===== src/sv/mpbd_pkg.sv =====
// shared types, constants and request frame table for the meter poll and decode block
`default_nettype none
package mpbd_pkg;

	localparam int REQUEST_LENGTH = 16;
	localparam int IDX_W          = $clog2(REQUEST_LENGTH);
	localparam int IDENT_POS      = 13;
	localparam int DATA_POS       = 18;
	localparam int QUEUE_DEPTH    = 4;
	localparam int TOTAL_W        = 28;
	localparam int READING_W      = 21;
	localparam int USED_W         = 32;
	localparam int START_W        = 28;

	localparam logic [7:0] DATA_OFFSET = 8'h33;
	localparam logic [7:0] ID_VOLT     = 8'h06;
	localparam logic [7:0] ID_CURR     = 8'h07;
	localparam logic [7:0] ID_ENERGY   = 8'h08;

	localparam logic [1:0] KIND_REQ    = 2'd0;
	localparam logic [1:0] KIND_VOLT   = 2'd1;
	localparam logic [1:0] KIND_CURR   = 2'd2;
	localparam logic [1:0] KIND_ENERGY = 2'd3;

	localparam logic [1:0] FRAME_ENERGY = 2'd0;
	localparam logic [1:0] FRAME_CURR   = 2'd1;
	localparam logic [1:0] FRAME_VOLT   = 2'd2;

	localparam logic [READING_W-1:0] READING_MAX = {READING_W{1'b1}};

	// one queued job: a request frame to send, or a reading to decode
	typedef struct packed {
		logic [1:0]  kind;
		logic [1:0]  frame;
		logic [31:0] data;
	} job_t;

	// byte idx of request frame sel
	function automatic logic [7:0] req_byte(input logic [1:0] sel, input logic [IDX_W-1:0] idx);
		logic [7:0] b;
		b = 8'h00;
		case (idx)
			4'd0:  b = 8'h68;
			4'd1:  b = 8'h50;
			4'd2:  b = 8'h00;
			4'd3:  b = 8'h01;
			4'd4:  b = 8'h07;
			4'd5:  b = 8'h01;
			4'd6:  b = 8'h16;
			4'd7:  b = 8'h68;
			4'd8:  b = 8'h11;
			4'd9:  b = 8'h04;
			4'd10: b = 8'h33;
			4'd11: b = (sel == FRAME_ENERGY) ? 8'h33 : 8'h34;
			4'd12: b = (sel == FRAME_ENERGY) ? 8'h34 : (sel == FRAME_CURR) ? 8'h35 : 8'h34;
			4'd13: b = (sel == FRAME_ENERGY) ? 8'h33 : 8'h35;
			4'd14: b = (sel == FRAME_ENERGY) ? 8'h21 : (sel == FRAME_CURR) ? 8'h25 : 8'h24;
			4'd15: b = 8'h16;
			default: b = 8'h00;
		endcase
		return b;
	endfunction

endpackage
`default_nettype wire


===== src/sv/mpbd_front.sv =====
// front end: accepts requests, tracks the receive frame and queues jobs
`default_nettype none
module mpbd_front import mpbd_pkg::*; #(
	parameter int FRAME_CAPACITY = 24
) (
	input  wire logic       clk,
	input  wire logic       arst_n,
	input  wire logic       in_valid,
	output logic            in_ready,
	input  wire logic       command,
	input  wire logic [7:0] rx_byte,
	input  wire logic       rx_last,
	input  wire logic       q_full,
	output logic            push,
	output job_t            job
);

	localparam int POS_W = $clog2(FRAME_CAPACITY + 1);

	logic [1:0]       phase_q;
	logic [POS_W-1:0] pos_q;
	logic [7:0]       ident_q;
	logic [7:0]       data_q [4];

	logic             accept;
	logic [1:0]       frame_sel;
	logic [7:0]       ident_nx;
	logic [7:0]       data_nx [4];
	logic [POS_W-1:0] pos_nx;
	logic [POS_W-1:0] data_off;
	logic             known;
	logic [1:0]       kind_rx;

	assign in_ready  = !q_full;
	assign accept    = in_valid && in_ready;
	assign frame_sel = (phase_q == 2'd3) ? FRAME_ENERGY : phase_q;
	assign data_off  = pos_q - POS_W'(DATA_POS);

	always_comb begin
		ident_nx = ident_q;
		data_nx  = data_q;
		pos_nx   = pos_q;
		if (pos_q < POS_W'(FRAME_CAPACITY)) begin
			if (pos_q == POS_W'(IDENT_POS)) begin
				ident_nx = rx_byte;
			end else if (pos_q >= POS_W'(DATA_POS) && pos_q < POS_W'(DATA_POS + 4)) begin
				data_nx[data_off[1:0]] = rx_byte - DATA_OFFSET;
			end
			pos_nx = pos_q + POS_W'(1);
		end
	end

	always_comb begin
		known   = 1'b1;
		kind_rx = KIND_VOLT;
		case (ident_nx)
			ID_VOLT:   kind_rx = KIND_VOLT;
			ID_CURR:   kind_rx = KIND_CURR;
			ID_ENERGY: kind_rx = KIND_ENERGY;
			default:   known   = 1'b0;
		endcase
	end

	assign push = accept && (!command || (rx_last && known));

	always_comb begin
		job.kind  = command ? kind_rx : KIND_REQ;
		job.frame = frame_sel;
		job.data  = command ? {data_nx[3], data_nx[2], data_nx[1], data_nx[0]} : 32'h0;
	end

	always_ff @(posedge clk or negedge arst_n) begin
		if (!arst_n) begin
			phase_q <= 2'd0;
			pos_q   <= '0;
			ident_q <= 8'h00;
			for (int i = 0; i < 4; i++) data_q[i] <= 8'h00;
		end else if (accept) begin
			if (!command) begin
				phase_q <= (frame_sel == FRAME_VOLT) ? FRAME_ENERGY : frame_sel + 2'd1;
			end else begin
				ident_q <= ident_nx;
				data_q  <= data_nx;
				pos_q   <= rx_last ? '0 : pos_nx;
			end
		end
	end

endmodule
`default_nettype wire


===== src/sv/mpbd_queue.sv =====
// short job queue between front and back
`default_nettype none
module mpbd_queue import mpbd_pkg::*; (
	input  wire logic clk,
	input  wire logic arst_n,
	input  wire logic push,
	input  job_t      push_job,
	output logic      full,
	input  wire logic pop,
	output job_t      head,
	output logic      empty
);

	localparam int PTR_W = $clog2(QUEUE_DEPTH);
	localparam int CNT_W = $clog2(QUEUE_DEPTH + 1);

	job_t             slot_q [QUEUE_DEPTH];
	logic [PTR_W-1:0] wr_q;
	logic [PTR_W-1:0] rd_q;
	logic [CNT_W-1:0] cnt_q;

	assign full  = (cnt_q == CNT_W'(QUEUE_DEPTH));
	assign empty = (cnt_q == '0);
	assign head  = slot_q[rd_q];

	always_ff @(posedge clk) begin
		if (push) begin
			slot_q[wr_q] <= push_job;
		end
	end

	always_ff @(posedge clk or negedge arst_n) begin
		if (!arst_n) begin
			wr_q  <= '0;
			rd_q  <= '0;
			cnt_q <= '0;
		end else begin
			if (push) wr_q <= (wr_q == PTR_W'(QUEUE_DEPTH - 1)) ? '0 : wr_q + PTR_W'(1);
			if (pop)  rd_q <= (rd_q == PTR_W'(QUEUE_DEPTH - 1)) ? '0 : rd_q + PTR_W'(1);
			if (push && !pop)      cnt_q <= cnt_q + CNT_W'(1);
			else if (pop && !push) cnt_q <= cnt_q - CNT_W'(1);
		end
	end

	a_no_overflow: assert property (@(posedge clk) disable iff (!arst_n) push |-> !full)
		else $error("queue push while full");
	a_no_underflow: assert property (@(posedge clk) disable iff (!arst_n) pop |-> !empty)
		else $error("queue pop while empty");
	a_count_range: assert property (@(posedge clk) disable iff (!arst_n)
		cnt_q <= CNT_W'(QUEUE_DEPTH))
		else $error("queue count out of range");

endmodule
`default_nettype wire


===== src/sv/mpbd_back.sv =====
// back end: streams request frames and decodes readings into the output register
`default_nettype none
module mpbd_back import mpbd_pkg::*; (
	input  wire logic                 clk,
	input  wire logic                 arst_n,
	input  wire logic                 cfg_we,
	input  wire logic [START_W-1:0]   cfg_wdata,
	input  wire logic                 empty,
	input  job_t                      head,
	output logic                      pop,
	output logic                      out_valid,
	input  wire logic                 out_ready,
	output logic [1:0]                result_kind,
	output logic [7:0]                tx_byte,
	output logic                      tx_last,
	output logic [READING_W-1:0]      reading,
	output logic signed [USED_W-1:0]  energy_used
);

	localparam logic [2:0] ST_IDLE = 3'd0;
	localparam logic [2:0] ST_SEND = 3'd1;
	localparam logic [2:0] ST_MUL  = 3'd2;
	localparam logic [2:0] ST_SUM  = 3'd3;
	localparam logic [2:0] ST_DIFF = 3'd4;
	localparam logic [2:0] ST_USED = 3'd5;

	localparam logic signed [33:0] USED_MAX = 34'sd2147483647;
	localparam logic signed [33:0] USED_MIN = -34'sd2147483648;

	logic [2:0]               state_q;
	logic [1:0]               kind_q;
	logic [1:0]               frame_q;
	logic [IDX_W-1:0]         idx_q;
	logic [START_W-1:0]       start_q;
	logic [7:0]               pair_s1 [4];
	logic [TOTAL_W-1:0]       prod_s2 [4];
	logic [TOTAL_W-1:0]       total_s3;
	logic signed [TOTAL_W:0]  diff_s4;

	logic                     out_valid_q;
	logic [1:0]               kind_out_q;
	logic [7:0]               tx_byte_q;
	logic                     tx_last_q;
	logic [READING_W-1:0]     reading_q;
	logic [USED_W-1:0]        used_q;

	logic                     out_free;
	logic                     load;
	logic signed [33:0]       diff_x;
	logic signed [33:0]       used_x;
	logic [USED_W-1:0]        used_sat;
	logic [READING_W-1:0]     reading_sat;

	assign out_free = !out_valid_q || out_ready;
	assign pop      = (state_q == ST_IDLE) && !empty;
	assign load     = out_free && (state_q == ST_SEND || state_q == ST_USED);

	assign diff_x = 34'(diff_s4);
	assign used_x = (diff_x <<< 3) + (diff_x <<< 1) + 34'sd1;

	always_comb begin
		if (used_x > USED_MAX)      used_sat = 32'h7FFF_FFFF;
		else if (used_x < USED_MIN) used_sat = 32'h8000_0000;
		else                        used_sat = used_x[USED_W-1:0];
	end

	assign reading_sat = (total_s3 > TOTAL_W'(READING_MAX)) ? READING_MAX
	                                                         : total_s3[READING_W-1:0];

	always_ff @(posedge clk or negedge arst_n) begin
		if (!arst_n) begin
			start_q <= '0;
		end else if (cfg_we) begin
			start_q <= cfg_wdata;
		end
	end

	always_ff @(posedge clk or negedge arst_n) begin
		if (!arst_n) begin
			state_q <= ST_IDLE;
			idx_q   <= '0;
		end else begin
			case (state_q)
				ST_IDLE: begin
					if (!empty) begin
						idx_q   <= '0;
						state_q <= (head.kind == KIND_REQ) ? ST_SEND : ST_MUL;
					end
				end
				ST_SEND: begin
					if (out_free) begin
						idx_q <= idx_q + IDX_W'(1);
						if (idx_q == IDX_W'(REQUEST_LENGTH - 1)) state_q <= ST_IDLE;
					end
				end
				ST_MUL:  state_q <= ST_SUM;
				ST_SUM:  state_q <= ST_DIFF;
				ST_DIFF: state_q <= ST_USED;
				ST_USED: begin
					if (out_free) state_q <= ST_IDLE;
				end
				default: state_q <= ST_IDLE;
			endcase
		end
	end

	// decode datapath, one step per state
	always_ff @(posedge clk) begin
		if (pop) begin
			kind_q  <= head.kind;
			frame_q <= head.frame;
			for (int i = 0; i < 4; i++) begin
				pair_s1[i] <= 8'(head.data[8*i+4 +: 4] * 4'd10) + 8'(head.data[8*i +: 4]);
			end
		end
		if (state_q == ST_MUL) begin
			prod_s2[3] <= (kind_q == KIND_ENERGY) ? TOTAL_W'(pair_s1[3]) * TOTAL_W'(1000000) : '0;
			prod_s2[2] <= (kind_q != KIND_VOLT) ? TOTAL_W'(pair_s1[2]) * TOTAL_W'(10000) : '0;
			prod_s2[1] <= TOTAL_W'(pair_s1[1]) * TOTAL_W'(100);
			prod_s2[0] <= TOTAL_W'(pair_s1[0]);
		end
		if (state_q == ST_SUM) begin
			total_s3 <= (prod_s2[3] + prod_s2[2]) + (prod_s2[1] + prod_s2[0]);
		end
		if (state_q == ST_DIFF) begin
			diff_s4 <= $signed({1'b0, total_s3}) - $signed({1'b0, start_q});
		end
	end

	always_ff @(posedge clk) begin
		if (load) begin
			if (state_q == ST_SEND) begin
				kind_out_q <= KIND_REQ;
				tx_byte_q  <= req_byte(frame_q, idx_q);
				tx_last_q  <= (idx_q == IDX_W'(REQUEST_LENGTH - 1));
				reading_q  <= '0;
				used_q     <= '0;
			end else begin
				kind_out_q <= kind_q;
				tx_byte_q  <= 8'h00;
				tx_last_q  <= 1'b0;
				reading_q  <= reading_sat;
				used_q     <= (kind_q == KIND_ENERGY) ? used_sat : '0;
			end
		end
	end

	always_ff @(posedge clk or negedge arst_n) begin
		if (!arst_n) begin
			out_valid_q <= 1'b0;
		end else if (load) begin
			out_valid_q <= 1'b1;
		end else if (out_ready) begin
			out_valid_q <= 1'b0;
		end
	end

	assign out_valid   = out_valid_q;
	assign result_kind = kind_out_q;
	assign tx_byte     = tx_byte_q;
	assign tx_last     = tx_last_q;
	assign reading     = reading_q;
	assign energy_used = $signed(used_q);

	a_pop_idle: assert property (@(posedge clk) disable iff (!arst_n)
		pop |=> (state_q == ST_SEND || state_q == ST_MUL))
		else $error("job taken but back end did not start it");
	a_last_req: assert property (@(posedge clk) disable iff (!arst_n)
		(out_valid && tx_last) |-> (result_kind == KIND_REQ))
		else $error("last mark on a reading result");
	a_send_wrap: assert property (@(posedge clk) disable iff (!arst_n)
		(state_q == ST_SEND && out_free && idx_q == IDX_W'(REQUEST_LENGTH - 1)) |=>
		(state_q == ST_IDLE && tx_last_q))
		else $error("request frame did not end on its last byte");

endmodule
`default_nettype wire


===== src/sv/meter_poll_and_bcd_decode_core.sv =====
// top level of the meter poll and reading decode block
//
//  channel   | handshake                 | payload
//  ----------+---------------------------+------------------------------------------------
//  in        | in_valid / in_ready       | command, rx_byte, rx_last
//  out       | out_valid / out_ready     | result_kind, tx_byte, tx_last, reading, energy_used
//  config    | cfg_we (no wait)          | cfg_wdata = energy_start
//
//  a receive request whose byte ends no frame gives nothing
//  a poll request yields sixteen request bytes, one per cycle while out_ready holds, from the back end counter
//  a decoded reading leaves the queue and passes the digit, multiply, sum, diff and used steps in order
//  in_ready drops only while the four-entry job queue is full
//  reset clears phase, frame position, kept bytes, energy_start and all control state
`default_nettype none
module meter_poll_and_bcd_decode_core import mpbd_pkg::*; #(
	parameter int FRAME_CAPACITY = 24
) (
	input  wire logic                clk,
	input  wire logic                arst_n,
	// input requests
	input  wire logic                in_valid,
	output logic                     in_ready,
	input  wire logic                command,
	input  wire logic [7:0]          rx_byte,
	input  wire logic                rx_last,
	// result requests
	output logic                     out_valid,
	input  wire logic                out_ready,
	output logic [1:0]               result_kind,
	output logic [7:0]               tx_byte,
	output logic                     tx_last,
	output logic [READING_W-1:0]     reading,
	output logic signed [USED_W-1:0] energy_used,
	// energy_start register
	input  wire logic                cfg_we,
	input  wire logic [START_W-1:0]  cfg_wdata
);

	// front to queue
	logic push;
	job_t push_job;
	logic q_full;
	// queue to back
	logic pop;
	job_t head;
	logic q_empty;

	// front end: frame position, kept identifier and data bytes, poll rotation
	mpbd_front #(
		.FRAME_CAPACITY(FRAME_CAPACITY)
	) u_front (
		.clk      (clk),
		.arst_n   (arst_n),
		.in_valid (in_valid),
		.in_ready (in_ready),
		.command  (command),
		.rx_byte  (rx_byte),
		.rx_last  (rx_last),
		.q_full   (q_full),
		.push     (push),
		.job      (push_job)
	);

	// decouples request intake from the slower result stream
	mpbd_queue u_queue (
		.clk      (clk),
		.arst_n   (arst_n),
		.push     (push),
		.push_job (push_job),
		.full     (q_full),
		.pop      (pop),
		.head     (head),
		.empty    (q_empty)
	);

	// back end: request byte sequencer and bcd decode datapath
	mpbd_back u_back (
		.clk         (clk),
		.arst_n      (arst_n),
		.cfg_we      (cfg_we),
		.cfg_wdata   (cfg_wdata),
		.empty       (q_empty),
		.head        (head),
		.pop         (pop),
		.out_valid   (out_valid),
		.out_ready   (out_ready),
		.result_kind (result_kind),
		.tx_byte     (tx_byte),
		.tx_last     (tx_last),
		.reading     (reading),
		.energy_used (energy_used)
	);

endmodule
`default_nettype wire

===== config.mk =====
export PLATFORM = sky130hd
export DESIGN_NAME = meter_poll_and_bcd_decode_core
export DESIGN_NICKNAME = d
export VERILOG_FILES = /design/src/sv/mpbd_pkg.sv /design/src/sv/mpbd_front.sv /design/src/sv/mpbd_queue.sv /design/src/sv/mpbd_back.sv /design/src/sv/meter_poll_and_bcd_decode_core.sv
export SDC_FILE = /design/constraint.sdc
export NUM_CORES = 1
export LEC_CHECK = 0
export BUFFER_PORTS_ARGS = -buffer_cell sky130_fd_sc_hd__buf_2
export CAP_MARGIN = 10
export CORE_ASPECT_RATIO = 1.25
export CORE_MARGIN = 4
export CORE_UTILIZATION = 55
export DETAILED_ROUTE_END_ITERATION = 10
export PLACE_DENSITY = 0.86
export RECOVER_POWER = 100
export SYNTH_ARGS = -nofsm -noshare
export SYNTH_HDL_FRONTEND = slang
export SYNTH_SLANG_ARGS = --single-unit

===== constraint.sdc =====
create_clock -name clk -period 5.2 [get_ports clk]
set_input_delay 1.04 -clock clk [delete_from_list [all_inputs] [get_ports clk]]
set_output_delay 1.04 -clock clk [all_outputs]
set_load 0.03 [all_outputs]

==> results of run 1 <==
[routing by layer]
metal	global-route usage [%]	vias to the layer above
li1	-	8246
met1	25.1	8377
met2	38.8	525
met3	2.75	144
met4	9.25	0
met5	0	-
[kinds of logic after synthesis]
| kind of cell | count (synthesis) | synth area share, % |
|---|---|---|
| muxes | 55 | 3.86 |
| buffers and inverters | 239 | 3.54 |
| adders and majority gates | 327 | 17.3 |
| DFF | 451 | 50.0 |
| other | 1 | 0.0143 |
| and+or+nand+nor | 535 | 9.43 |
| xor gates and xnor gates | 115 | 3.85 |
| AOI/OAI and AO/OA | 489 | 12.0 |
[cell type report]
type	instances	area [um^2]	area share [%]
clock buffers	62	1330	4.60
repair buffers	125	563	1.95
clock inverters	22	293	1.02
well taps	637	797	2.76
multi-input cells	1522	12100	42.1
flip-flops and latches	451	13100	45.4
inverters	168	631	2.19
[layout by cell type, fill, tap and decap left out, drive strengths merged, types with 20 or more instances in the layout]
master | synthesis | layout
nand3 | 28 | 28
ha | 270 | 270
edfxtp | 361 | 361
a21oi | 130 | 130
o21a | 39 | 39
buf | 19 | 43
xnor2 | 78 | 78
nor2 | 109 | 109
inv | 168 | 170
a21boi | 20 | 20
xor2 | 37 | 37
nand2 | 219 | 219
fa | 57 | 57
clkbuf | 52 | 144
a21o | 39 | 39
mux4 | 36 | 36
nor3 | 49 | 49
o21ai | 139 | 139
nor2b | 24 | 24
dfrtp | 90 | 90
[flip-flops by register name, summed over array words and instances (netlist names), 3 cells and up]
name / count
u_back.energy_used: 32
u_front.data_q: 32
u_queue.cnt_q: 3
u_back.diff_s4: 29
u_back.prod_s2: 61
u_back.tx_byte: 7
u_back.state_q: 3
u_back.idx_q: 4
u_back.start_q: 28
u_queue.slot_q: 144
u_front.ident_q: 8
u_back.pair_s1: 32
u_front.pos_q: 5
u_back.reading: 21
u_back.total_s3: 28
[worst max-delay path: stages (launching register included)]
cell and delay (ns):
edfxtp_1 0.50, ha_1 0.32, ha_1 0.28, inv_1 0.05
fa_1 0.50, fa_1 0.61, inv_1 0.06, ha_1 0.30
a21o_1 0.17, a21o_1 0.21, a21o_1 0.18, a21oi_1 0.22
o21a_1 0.20, o21ai_0 0.16, a211oi_1 0.31, nor3_1 0.09
[through the flow]
| stage | utilization (%) | setup slack [ns] | hold slack (ns) |
|---|---|---|---|
| after floorplan | - | 0.504 | 0.400 |
| after global placement | 58.1 | 0.967 | 0.402 |
| after detailed placement | 58.1 | 0.830 | 0.405 |
| after CTS | 61.5 | 0.786 | 0.419 |
| after global routing | 61.2 | 0.548 | 0.424 |
| final | 61.2 | 0.775 | 0.419 |
[final timing paths]
path                                      startpoint                    end  slack, ns  cells past startpoint
max in group asynchronous                     arst_n     u_back.start_q[23]       1.21                      2
min in group asynchronous                     arst_n     u_front.data_q[23]       1.59                      1
worst max-delay path            u_back.pair_s1[2][3]  u_back.prod_s2[2][21]       0.77                     15
worst min register to register  u_back.pair_s1[0][4]   u_back.prod_s2[0][4]       0.42                      0
worst min-delay path            u_back.pair_s1[0][4]   u_back.prod_s2[0][4]       0.42                      0
worst max register to register  u_back.pair_s1[2][3]  u_back.prod_s2[2][21]       0.77                     15
==> out/metrics.csv, run 1 <==
metric,value,unit
share of the synthesized area in the top cell type,41.4,%
Setup Skew,0.0202,ns
minimum clock period after layout,4.43,ns
vias in the first global route,17900,
Max H-tree Level,2,
total CTS buffers,45,
RSZ-0062 raised after global routing,false,
Netlist Area Pre-Place,26200,um^2
Fin Setup TNS,0,ns
Synth cell types,70,
Commonest cells post-synth,"edfxtp_1, ha_1, nand2_1",
nets@finish,2683,
I/O Pins,109,
CTS tree,built,
GP Congestion,0.904,
CP startpoint kind,flip-flop,
Final Max Slew Viols,270,
Skew-Pair Late Insertion Delay,0.58,ns
# DRC,0,
CTS resizes,0,
Setup CP Type,flip-flop to flip-flop,
Post-Syn Instances,2212,
initial core utilization,55.5,%
Rows,89,
crit path capture type,flip-flop,
syn_area_per_cell,11.8,um^2
YS warnings,0,
Root Buffer,clkbuf_16,
ANT cells,0,
Maximum Capacitance Violations,6,
post-synthesis sequential area ratio,50.0,%
"top cells by area, synth","edfxtp_1, ha_1, dfrtp_1, fa_1, nand2_1",
vias,17300,
Hold Fails Final Rpt,0,
share of cells above drive strength 1,7.83,%
Layout Area Growth over Synthesis,10.2,%
"FF+latch count, synth",451,
met2 WL post-DR,27900,um
Post-CTS Setup Repair Bufs,0,
largest net degree at the start of global routing,62,
area post-placement,27400,um^2
CTS Hold Buffers Added,0,
syn_nets,2582,
number of flops mapped to enable cells by yosys,361,
fin cells,2987,
Max Fclk,226,MHz
initial antenna violation count,0,
FILL cells,3446,
drt first pass iters,5,
Final period util,85.1,%
M1 WL,20800,um
Yosys top cell by area,edfxtp_1,
final setup violation count,0,
met3 wire length,2630,um
total track usage,21.2,%
Post-DRT Antenna Nets,0,
worst slew pin tran,3.36,ns
drt total wl,53800,um
gr ovfl total,0,
crit path DAT,4.74,ns
DR top layer,met4,
Cells after DPL,2901,
Die Ht,252,um
via/cell ratio,5.79,
Synth async-reset ratio,20.0,%
first-pass GRT wire length,88800,um
clock slew at reported path FFs,0.06,ns
IO buf count,107,
WL per Instance,18.0,um
full die area,51100,um^2
"Max FO, Critical Path",5,
HPWL Detailed,39300,um
Min-Delay Path Class,flip-flop to flip-flop,
status,finished with violations,
prevailing post-synth register cell,edfxtp_1,
chip width,203,um
violated checks,"max-capacitance violations, max-slew violations",
drt first-iter violations,1190,
deepest clock path buffer count,3,
"Design Area, Final",28800,um^2
clk sinks,451,
data required time of the worst path,5.51,ns
Core Region,47100,um^2
Slew headroom,-124,%
top-count cell post-synth,edfxtp_1,
Power of run 1 is not shown: default switching activity piles up to over one toggle a cycle in this logic, so the estimate is an artifact.
==> inputs of run 2 (changes only) <==
--- a/config.mk
+++ b/config.mk
@@ -11,6 +11,7 @@
 export CORE_MARGIN = 4
 export CORE_UTILIZATION = 55
 export DETAILED_ROUTE_END_ITERATION = 10
+export MAX_ROUTING_LAYER = met4
 export PLACE_DENSITY = 0.86
 export RECOVER_POWER = 100
 export SYNTH_ARGS = -nofsm -noshare
==> out/metrics.csv, run 2 (synthesis gave the netlist of run 1 again) <==
metric,value,unit,change
max reg flops,144,,unchanged
Setup CP Type,flip-flop to flip-flop,,
first-pass GRT wire length,87700,um,-1.2%
initial core utilization,55.5,%,unchanged
clock slew at reported path FFs,0.06,ns,about the same
deepest clock path buffer count,3,,unchanged
Max Fclk,230,MHz,+2.0%
HPWL Detailed,39500,um,+0.40%
vias,17200,,-0.28%
total CTS buffers,45,,unchanged
"Max FO, Critical Path",5,,unchanged
share of cells above drive strength 1,8.05,%,+0.22 points
Die Ht,252,um,unchanged
largest register by flop count,u_queue.slot_q,,
Skew-Pair Late Insertion Delay,0.59,ns,about the same
"Design Area, Final",28800,um^2,-0.20%
Final period util,83.5,%,-1.6 points
data required time of the worst path,5.52,ns,about the same
GP Congestion,0.903,,-0.11%
crit path capture type,flip-flop,,
Maximum Capacitance Violations,6,,unchanged
IO buf count,107,,unchanged
Rows,89,,unchanged
violated checks,"max-capacitance violations, max-slew violations",,
largest net degree at the start of global routing,65,,+4.8%
status,finished with violations,,
full die area,51100,um^2,unchanged
Min-Delay Path Class,flip-flop to flip-flop,,
initial antenna violation count,0,,unchanged
Setup Skew,0.0157,ns,-0.00445 ns
# DRC,0,,unchanged
worst slew pin tran,3.65,ns,+0.294 ns
Hold Path Stages,0,,unchanged
nets@finish,2682,,-0.037%
Root Buffer,clkbuf_16,,
final setup violation count,0,,unchanged
Layout Area Growth over Synthesis,9.97,%,
CP startpoint kind,flip-flop,,
"commonest non-fill, non-tap cell in the layout",edfxtp_1,,
drt first pass iters,5,,unchanged
Fin Setup TNS,0,ns,unchanged
WL per Instance,18.0,um,-0.11%
Post-DRT Antenna Nets,0,,unchanged
gr ovfl total,0,,unchanged
Final Max Slew Viols,277,,+2.6%
ANT cells,0,,unchanged
crit path DAT,4.66,ns,-0.08 ns
Worst R2R Path Depth,14,,-1
"commonest cells after routing, fill and taps aside","edfxtp_1, ha_1, nand2_1",,
clk sinks,451,,unchanged
total track usage,21.6,%,+0.37 points
register-to-register setup slack,0.86,ns,+0.09 ns
CTS tree,built,,
via/cell ratio,5.78,,-0.21%
chip width,203,um,unchanged
Hold Fails Final Rpt,0,,unchanged
Slew headroom,-143,%,-20 points
minimum clock period after layout,4.34,ns,-0.0851 ns
drt total wl,53700,um,-0.18%
CTS resizes,0,,unchanged
leading registers by flop count,"u_queue.slot_q x144, u_back.prod_s2 x61",,
RSZ-0062 raised after global routing,false,,
area post-placement,27400,um^2,about the same
Max H-tree Level,2,,unchanged
drt first-iter violations,1111,,-6.6%
Post-CTS Setup Repair Bufs,0,,unchanged
CTS Hold Buffers Added,0,,unchanged
I/O Pins,109,,unchanged
final core utilization,61.1,%,-0.12 points
vias in the first global route,17500,,-2.1%
Core Region,47100,um^2,unchanged
## run 2: critical path, stage by stage (launching register included)
cell and delay (ns):
edfxtp_1 0.49, ha_1 0.32, ha_1 0.28, inv_1 0.05, fa_1 0.49, fa_1 0.55
fa_1 0.47, nor2b_1 0.18, o21ai_0 0.11, a21boi_0 0.26, o21ai_0 0.14, a21oi_1 0.28
o211ai_1 0.16, a21boi_0 0.21, nor3b_1 0.07
## run 2: area by class of cell
| cell class | instances | area, um^2 |
|---|---|---|
| Clock buffer | 53 | 1180 |
| Clock inverter | 30 | 382 |
| Fill cell | 3519 | 18300 |
| Inverter | 168 | 631 |
| Multi-Input combinational cell | 1522 | 12100 |
| Sequential cell | 451 | 13100 |
| Tap cell | 637 | 797 |
| Timing Repair Buffer | 124 | 552 |
## run 2: stage by stage
stage | hold slack (ns) | setup slack (ns) | instances
2_1_floorplan | 0.400 | 0.504 | 2212
3_3_place_gp | 0.406 | 0.962 | 2900
3_5_place_dp | 0.405 | 0.840 | 2900
4_1_cts | 0.418 | 0.826 | 2983
5_1_grt | 0.412 | 0.502 | 2985
6_report | 0.419 | 0.860 | 2985
## run 2: routing by layer
layer  GRT usage (%)  routed length (um)  vias to the layer above
li1                -                   -                     8227
met1            24.5               20700                     8381
met2            39.2               28400                      502
met3            3.14                2620                      134
met4            7.58                1970                        0
met5               -                   0                        -
## run 2: path summary, 6_finish.rpt
| path | from | to |
|---|---|---|
| max | u_back.pair_s1[2][3] | u_back.prod_s2[2][20] |
| min | u_back.pair_s1[0][7] | u_back.prod_s2[0][7] |
| max reg2reg | u_back.pair_s1[2][3] | u_back.prod_s2[2][20] |
| min reg2reg | u_back.pair_s1[0][7] | u_back.prod_s2[0][7] |
| max in group asynchronous | arst_n | u_back.start_q[20] |
| min in group asynchronous | arst_n | u_front.data_q[29] |
Power of run 2 is left out for the same reason.
